**config.mk**
```make
export PLATFORM = sky130hd
export DESIGN_NAME = dns_question_parser
export DESIGN_NICKNAME = d
export VERILOG_FILES = /design/src/dqp_pkg.sv /design/src/dns_question_parser.sv /design/src/dqp_core.sv /design/src/dqp_out_stage.sv
export SDC_FILE = /design/constraint.sdc
export NUM_CORES = 1
export LEC_CHECK = 0
export ABC_AREA = 1
export BUFFER_PORTS_ARGS = -buffer_cell sky130_fd_sc_hd__buf_4
export CAP_MARGIN = 20
export CELL_PAD_IN_SITES_DETAIL_PLACEMENT = 2
export CELL_PAD_IN_SITES_GLOBAL_PLACEMENT = 2
export CORE_MARGIN = 4
export CORE_UTILIZATION = 38
export CTS_BUF_LIST = sky130_fd_sc_hd__clkbuf_8
export DETAILED_ROUTE_END_ITERATION = 8
export GPL_TIMING_DRIVEN = 0
export PLACE_DENSITY = 0.85
export REMOVE_ABC_BUFFERS = 1
export SLEW_MARGIN = 20
export SYNTH_ARGS = -nofsm -noshare
export SYNTH_HDL_FRONTEND = slang
export SYNTH_HIERARCHICAL = 1
export SYNTH_SLANG_ARGS = --single-unit
```
**constraint.sdc**
```tcl
create_clock -name i_clk -period 4.2 [get_ports i_clk]
set_input_delay 0.21 -clock i_clk [delete_from_list [all_inputs] [get_ports i_clk]]
set_output_delay 0.21 -clock i_clk [all_outputs]
set_load 0.03 [all_outputs]
```
**src/dqp_pkg.sv**
```systemverilog
// Package for the DNS question parser: phase encoding, result kinds, result record.
// No dependencies; imported by dqp_core, dqp_out_stage and dns_question_parser.
package dqp_pkg;

    localparam int NAME_MAX_CHARS = 255;
    localparam int NAME_LEN_W     = $clog2(NAME_MAX_CHARS + 1);

    typedef enum logic [2:0] {
        PH_IDLE   = 3'd0,
        PH_HEADER = 3'd1,
        PH_LLEN   = 3'd2,
        PH_LBYTES = 3'd3,
        PH_QTYPE  = 3'd4,
        PH_QCLASS = 3'd5
    } t_phase;

    localparam logic [2:0] KIND_HEADER = 3'd0;
    localparam logic [2:0] KIND_NAME   = 3'd5;
    localparam logic [2:0] KIND_QTYPE  = 3'd6;
    localparam logic [2:0] KIND_QCLASS = 3'd7;

    localparam logic [3:0] IDX_ID_LOW    = 4'd1;
    localparam logic [3:0] IDX_FLAGS_LOW = 4'd3;
    localparam logic [3:0] IDX_LAST      = 4'd11;

    localparam logic [7:0] CHAR_DOT       = 8'h2E;
    localparam logic [7:0] CHAR_PRINT_MIN = 8'h20;
    localparam logic [7:0] CHAR_PRINT_MAX = 8'h7E;

    typedef struct packed {
        logic [2:0]  kind;
        logic [15:0] value;
        logic        is_response;
        logic [3:0]  op_code;
        logic        authoritative;
        logic        truncated;
        logic        recursion_desired;
        logic        recursion_available;
        logic [2:0]  reserved_bits;
        logic [3:0]  response_code;
        logic        last;
    } t_result;

endpackage

```
**src/dns_question_parser.sv**
```systemverilog
// DNS header and question parser, top level.
// Depends on dqp_pkg, dqp_core and dqp_out_stage.
//
// Input channel: one payload byte per transaction (i_valid / o_ready), with
// i_start_of_message set on the first header byte; a set flag restarts the
// parse at any point. Output channel (o_valid / i_ready): one result per
// transaction - header ID and flags, the four counts, name characters, QTYPE,
// then QCLASS with o_last set. Bytes that complete nothing give no result.
// A result is registered into the result register, or into the skid entry during a
// stall. Throughput: one byte per cycle while o_ready is high, set by the single decode stage
// between the parser state and the result register.
// Reset: the parser goes idle and ignores bytes until a start flag; the
// result register and skid entry are emptied.
// Stall: while i_ready is low one more result is held in a skid entry; once it
// is occupied o_ready drops until the result register drains.
module dns_question_parser (
    input  logic        i_clk,
    input  logic        i_rst_n,
    input  logic        i_valid,
    output logic        o_ready,
    input  logic [7:0]  i_data_byte,
    input  logic        i_start_of_message,
    output logic        o_valid,
    input  logic        i_ready,
    output logic [2:0]  o_kind,
    output logic [15:0] o_value,
    output logic        o_is_response,
    output logic [3:0]  o_op_code,
    output logic        o_authoritative,
    output logic        o_truncated,
    output logic        o_recursion_desired,
    output logic        o_recursion_available,
    output logic [2:0]  o_reserved_bits,
    output logic [3:0]  o_response_code,
    output logic        o_last
);
    import dqp_pkg::*;

    logic    accept;
    logic    res_valid;
    logic    can_accept;
    t_result res;
    t_result out_res;

    assign o_ready = can_accept;
    assign accept  = i_valid && can_accept;

    dqp_core u_core (
        .i_clk              (i_clk),
        .i_rst_n            (i_rst_n),
        .i_accept           (accept),
        .i_data_byte        (i_data_byte),
        .i_start_of_message (i_start_of_message),
        .o_res_valid        (res_valid),
        .o_res              (res)
    );

    dqp_out_stage u_out (
        .i_clk        (i_clk),
        .i_rst_n      (i_rst_n),
        .i_push       (accept && res_valid),
        .i_res        (res),
        .o_can_accept (can_accept),
        .o_valid      (o_valid),
        .i_ready      (i_ready),
        .o_res        (out_res)
    );

    assign o_kind                = out_res.kind;
    assign o_value               = out_res.value;
    assign o_is_response         = out_res.is_response;
    assign o_op_code             = out_res.op_code;
    assign o_authoritative       = out_res.authoritative;
    assign o_truncated           = out_res.truncated;
    assign o_recursion_desired   = out_res.recursion_desired;
    assign o_recursion_available = out_res.recursion_available;
    assign o_reserved_bits       = out_res.reserved_bits;
    assign o_response_code       = out_res.response_code;
    assign o_last                = out_res.last;

endmodule

```
**src/dqp_core.sv**
```systemverilog
// Parser state and per-byte decode: updates the walk state on each accepted byte
// and forms at most one result. Depends on dqp_pkg.
module dqp_core (
    input  logic             i_clk,
    input  logic             i_rst_n,
    input  logic             i_accept,
    input  logic [7:0]       i_data_byte,
    input  logic             i_start_of_message,
    output logic             o_res_valid,
    output dqp_pkg::t_result o_res
);
    import dqp_pkg::*;

    t_phase                r_phase, n_phase;
    logic [3:0]            r_idx, n_idx;
    logic [7:0]            r_high, n_high;
    logic [15:0]           r_msg_id, n_msg_id;
    logic [7:0]            r_label_rem, n_label_rem;
    logic [NAME_LEN_W-1:0] r_name_len, n_name_len;
    logic                  r_first_label, n_first_label;

    t_phase      cur_phase;
    logic [3:0]  cur_idx;
    logic [15:0] word;
    logic [7:0]  label_dec;
    logic        name_full;
    logic        printable;

    always_ff @(posedge i_clk) begin
        if (!i_rst_n) begin
            r_phase       <= PH_IDLE;
            r_idx         <= '0;
            r_high        <= '0;
            r_msg_id      <= '0;
            r_label_rem   <= '0;
            r_name_len    <= '0;
            r_first_label <= 1'b1;
        end else if (i_accept) begin
            r_phase       <= n_phase;
            r_idx         <= n_idx;
            r_high        <= n_high;
            r_msg_id      <= n_msg_id;
            r_label_rem   <= n_label_rem;
            r_name_len    <= n_name_len;
            r_first_label <= n_first_label;
        end
    end

    always_comb begin
        cur_phase     = i_start_of_message ? PH_HEADER : r_phase;
        cur_idx       = i_start_of_message ? 4'd0 : r_idx;
        word          = {r_high, i_data_byte};
        label_dec     = r_label_rem - 8'd1;
        name_full     = (r_name_len >= NAME_LEN_W'(NAME_MAX_CHARS));
        printable     = (i_data_byte >= CHAR_PRINT_MIN) && (i_data_byte <= CHAR_PRINT_MAX);

        n_phase       = cur_phase;
        n_idx         = cur_idx;
        n_high        = r_high;
        n_msg_id      = r_msg_id;
        n_label_rem   = r_label_rem;
        n_name_len    = r_name_len;
        n_first_label = r_first_label;
        o_res_valid   = 1'b0;
        o_res         = '0;

        case (cur_phase)
            PH_HEADER: begin
                if (!cur_idx[0]) begin
                    n_high = i_data_byte;
                    n_idx  = cur_idx + 4'd1;
                end else if (cur_idx == IDX_ID_LOW) begin
                    n_msg_id = word;
                    n_idx    = cur_idx + 4'd1;
                end else begin
                    o_res_valid = 1'b1;
                    if (cur_idx == IDX_FLAGS_LOW) begin
                        o_res.kind                = KIND_HEADER;
                        o_res.value               = r_msg_id;
                        o_res.is_response         = word[15];
                        o_res.op_code             = word[14:11];
                        o_res.authoritative       = word[10];
                        o_res.truncated           = word[9];
                        o_res.recursion_desired   = word[8];
                        o_res.recursion_available = word[7];
                        o_res.reserved_bits       = word[6:4];
                        o_res.response_code       = word[3:0];
                    end else begin
                        o_res.kind  = cur_idx[3:1] - 3'd1;
                        o_res.value = word;
                    end
                    if (cur_idx >= IDX_LAST) begin
                        n_phase       = PH_LLEN;
                        n_idx         = '0;
                        n_first_label = 1'b1;
                        n_name_len    = '0;
                        n_label_rem   = '0;
                    end else begin
                        n_idx = cur_idx + 4'd1;
                    end
                end
            end
            PH_LLEN: begin
                if (i_data_byte == 8'd0) begin
                    n_phase = PH_QTYPE;
                    n_idx   = '0;
                end else begin
                    n_label_rem = i_data_byte;
                    n_phase     = PH_LBYTES;
                    if (r_first_label) begin
                        n_first_label = 1'b0;
                    end else if (!name_full) begin
                        n_name_len  = r_name_len + NAME_LEN_W'(1);
                        o_res_valid = 1'b1;
                        o_res.kind  = KIND_NAME;
                        o_res.value = {8'd0, CHAR_DOT};
                    end
                end
            end
            PH_LBYTES: begin
                n_label_rem = label_dec;
                if (label_dec == 8'd0) begin
                    n_phase = PH_LLEN;
                end
                if (!name_full) begin
                    n_name_len  = r_name_len + NAME_LEN_W'(1);
                    o_res_valid = 1'b1;
                    o_res.kind  = KIND_NAME;
                    o_res.value = {8'd0, printable ? i_data_byte : CHAR_DOT};
                end
            end
            PH_QTYPE, PH_QCLASS: begin
                if (cur_idx == 4'd0) begin
                    n_high = i_data_byte;
                    n_idx  = 4'd1;
                end else begin
                    n_idx       = '0;
                    o_res_valid = 1'b1;
                    o_res.value = word;
                    if (cur_phase == PH_QTYPE) begin
                        o_res.kind = KIND_QTYPE;
                        n_phase    = PH_QCLASS;
                    end else begin
                        o_res.kind = KIND_QCLASS;
                        o_res.last = 1'b1;
                        n_phase    = PH_IDLE;
                    end
                end
            end
            default: begin
                n_phase = cur_phase;
            end
        endcase
    end

endmodule

```
**src/dqp_out_stage.sv**
```systemverilog
// Result register with a skid entry so the byte side keeps flowing during a stall.
// Depends on dqp_pkg.
module dqp_out_stage (
    input  logic             i_clk,
    input  logic             i_rst_n,
    input  logic             i_push,
    input  dqp_pkg::t_result i_res,
    output logic             o_can_accept,
    output logic             o_valid,
    input  logic             i_ready,
    output dqp_pkg::t_result o_res
);
    import dqp_pkg::*;

    logic    r_out_valid;
    logic    r_skid_valid;
    t_result r_out;
    t_result r_skid;
    logic    out_free;

    assign out_free     = !r_out_valid || i_ready;
    assign o_can_accept = !r_skid_valid;
    assign o_valid      = r_out_valid;
    assign o_res        = r_out;

    always_ff @(posedge i_clk) begin
        if (!i_rst_n) begin
            r_out_valid  <= 1'b0;
            r_skid_valid <= 1'b0;
        end else begin
            if (out_free) begin
                r_out_valid  <= r_skid_valid || i_push;
                r_skid_valid <= 1'b0;
            end else if (i_push) begin
                r_skid_valid <= 1'b1;
            end
        end
    end

    always_ff @(posedge i_clk) begin
        if (out_free) begin
            r_out <= r_skid_valid ? r_skid : i_res;
        end else if (i_push) begin
            r_skid <= i_res;
        end
    end

endmodule

```
==> impl_metrics.yaml <==
worst_setup_path:
  critical_path_required_ns: 4.58
  cp-start-kind: "flip-flop"
  crit_path_start: "u_out/r_skid_valid"
  arrival_ns: 3.72
  critPathCaptureType: "flip-flop"
  critPathMaxFanout: 39
  crit_type: "reg -> reg"
  timing.rr.start: "u_out/r_skid_valid"
synth:
  syn_area_mm2: 0.00595
  ys_types: 42
  synth_edf_count: 72
  synthMuxAreaShare: 0
  yosysWarnings: 6
  ys_seq_area_frac: 0.531
  synth_fa_ha_area_frac: 0.0168
  avgSynthCellArea_um2: 8.38
  synth-xor-area-share: 0.00589
  async_flop_share: 0
  synth_flop_cell: "edfxtp_1"
  synth_top_family_by_area: "simple AND/OR/NAND/NOR gates"
  synth_compound_area_frac: 0.0988
  ys_ff_latch: 122
  synthCells: 710
  yosys.area_share.simple: 0.280
timing:
  hold_viol_final: 0
  relSlewSlack: 0.464
  timing.final.crit_share: 0.796
  slew_viol_final: 0
  fin_crit_ns: 3.34
  holdWs_ns: 0.0636
  finalClockSkew_ns: 0.0148
  rsz0062_at_grt: "no"
  fmax_mhz: 299
  setup_viol: 0
  tns_ns: 0
  tightest_slew_ns: 0.803
die:
  die_w_um: 133
  die_h_um: 133
  row_count: 45
  initial_utilization: 0.390
  ioPinCount: 51
  coreArea_mm2: 0.0153
  dieArea_mm2: 0.0177
cts:
  cts_tree: "built"
  ctsRootBufferMaster: "clkbuf_8"
  clkSinkCount: 122
  htreeDepth: 4
  cts_hold_buf: 0
  cts_setup_buffers: 0
  post_cts_resized: 0
  cts_made_buffers: 17
  clockBufferDepth: 2
  insertion_delay_ns: 0.46
  path_clk_slew_ns: 0.08
cells_and_area:
  num_antenna_cells: 0
  stdcell_area_mm2: 0.00696
  fin_nets: 780
  drive_above_1_share: 0.157
  area_growth_pct: 17.0
  num-fill-cells: 1684
routing:
  post-route-drc-count: 0
  drt-pass1-iter-count: 4
  dr_total_vias: 5095
  first_iter_violations: 277
  via_per_inst: 5.18
  wl_per_cell_um: 19.3
  wirelength_um: 19000
  drtAntennaViolNets: 0
placed_design:
  place_area_mm2: 0.00648
  place_congestion: 0.817
  io_buffers: 50
  hpwl_um: 12700
grt:
  grt_pass1_wl_um: 31000
  grt_pass1_vias: 5768
  antenna_found_initial: 0
  grt_max_degree: 42
  groute.usage.overall: 0.221
  grt_overflow: 0
run_status:
  status: "finished, final reports clean"
power:
  finalPower_mw: 2.86
  ir_worst_vdd_mv: 0.182
  powerDensity_mw_per_mm2: 410
  p_leak_nw: 3.08
job:
  cap_violations: 0
worst_hold_path:
  hold_class: "in -> reg"
  min_from: "i_ready"
## cells in the mapped netlist, types with 2 or more instances
| library cell | count | area share |
|---|---|---|
| o21ai_1 | 7 | 0.0059 |
| o31ai_1 | 3 | 0.0038 |
| o21ai_0 | 43 | 0.036 |
| clkbuf_1 | 3 | 0.0019 |
| a21oi_1 | 45 | 0.038 |
| nand2_1 | 240 | 0.15 |
| buf_2 | 7 | 0.0059 |
| buf_6 | 7 | 0.013 |
| nor2_4 | 4 | 0.0076 |
| nand3_2 | 3 | 0.0050 |
| nor2_1 | 65 | 0.041 |
| nand2_4 | 4 | 0.0076 |
| dfxtp_1 | 50 | 0.17 |
| inv_1 | 54 | 0.034 |
| nor3_1 | 3 | 0.0025 |
| or2_2 | 2 | 0.0021 |
| buf_4 | 5 | 0.0063 |
| xor2_1 | 3 | 0.0044 |
| ha_1 | 8 | 0.017 |
| nand4_1 | 8 | 0.0084 |
| edfxtp_1 | 72 | 0.36 |
| o22ai_1 | 4 | 0.0042 |
| inv_2 | 4 | 0.0025 |
| nand3_1 | 40 | 0.034 |
| nor2_2 | 2 | 0.0021 |
| nand2_2 | 8 | 0.0084 |
## per-layer routing
| layer | share of wire | up-vias | global-route usage |
|---|---|---|---|
| met5 | 0 | - | 0 |
| met4 | 0.016 | 0 | 0.0697 |
| met3 | 0.029 | 27 | 0.0461 |
| met2 | 0.53 | 90 | 0.408 |
| met1 | 0.42 | 2542 | 0.256 |
| li1 | - | 2436 | - |
## worst max-delay path, cell delays in order, from the launching register on
cell and delay, ns:
dfxtp_2 0.57, inv_2 0.66, nand2_1 0.18, inv_1 0.34, inv_1 0.26, nor3_4 0.67, buf_8 0.24, o21ai_0 0.12
a21oi_1 0.20
## cells by family after synthesis
kind of cell             after synthesis
AO/OA/AOI/OAI                        109
AND/OR/NAND/NOR                      383
adder cells (fa/ha/maj)                8
buffers and inverters                 84
XOR/XNOR                               4
flip-flops                           122
## stage by stage
| step | instances | util | worst slack [ns] |
|---|---|---|---|
| after floorplan | 687 | - | 0.671 |
| after global placement | 948 | 0.421 | -0.635 |
| after detailed placement | 950 | 0.425 | 0.590 |
| after CTS | 982 | 0.455 | 0.509 |
| after global routing | 983 | 0.456 | 0.544 |
| final | 983 | 0.456 | 0.858 |
## path summary, 6_finish.rpt
kind / endpoint / slack (ns) / cells past startpoint
setup / recovery: u_core/r_msg_id[15] / 0.86 / 8
setup reg to reg: u_core/r_msg_id[15] / 0.86 / 8
hold / removal: u_out/r_skid_valid / 0.06 / 4
hold reg to reg: u_core/r_name_len[6] / 0.51 / 2
## flip-flops by register name (all words and copies together), names as in the netlist, 3 cells and up
| name | cells |
|---|---|
| u_core/r_idx | 4 |
| u_out/o_res | 36 |
| u_core/r_name_len | 8 |
| u_core/r_msg_id | 16 |
| u_core/r_high | 8 |
| u_out/r_skid | 36 |
| u_core/r_phase | 3 |
| u_core/r_label_rem | 8 |
## placed cells by master (no fill, tap or decap), drive strengths merged
| cell | n |
|---|---|
| nand4 | 8 |
| o21bai | 1 |
| o221ai | 1 |
| clkinvlp | 2 |
| nor2 | 72 |
| xnor2 | 1 |
| o31ai | 3 |
| nand3 | 44 |
| o22ai | 4 |
| clkinv | 7 |
| ha | 8 |
| nor3 | 4 |
| edfxtp | 72 |
| o21ai | 51 |
| a32o | 1 |
| o211ai | 1 |
| nand3b | 1 |
| xor2 | 3 |
| a31oi | 1 |
| clkbuf | 18 |
| dfxtp | 50 |
| or2 | 2 |
| inv | 61 |
| bufinv | 5 |
| nand2 | 252 |
| a21oi | 46 |
| buf | 53 |
## cell type report
| type | instances | area (µm²) | area share |
|---|---|---|---|
| Sequential cell | 122 | 3160 | 0.454 |
| Timing Repair Buffer | 53 | 438 | 0.0629 |
| Tap cell | 211 | 264 | 0.0379 |
| Clock buffer | 18 | 248 | 0.0356 |
| Multi-Input combinational cell | 504 | 2400 | 0.345 |
| Clock inverter | 14 | 218 | 0.0313 |
| Inverter | 61 | 233 | 0.0334 |
## power by group
group	internal [mW]	switching, mW
logic	0.0856	0.204
clock network	0.725	0.525
registers	1.29	0.0233
total	2.10	0.753
Note: power is estimated with default switching activity, not from simulation.
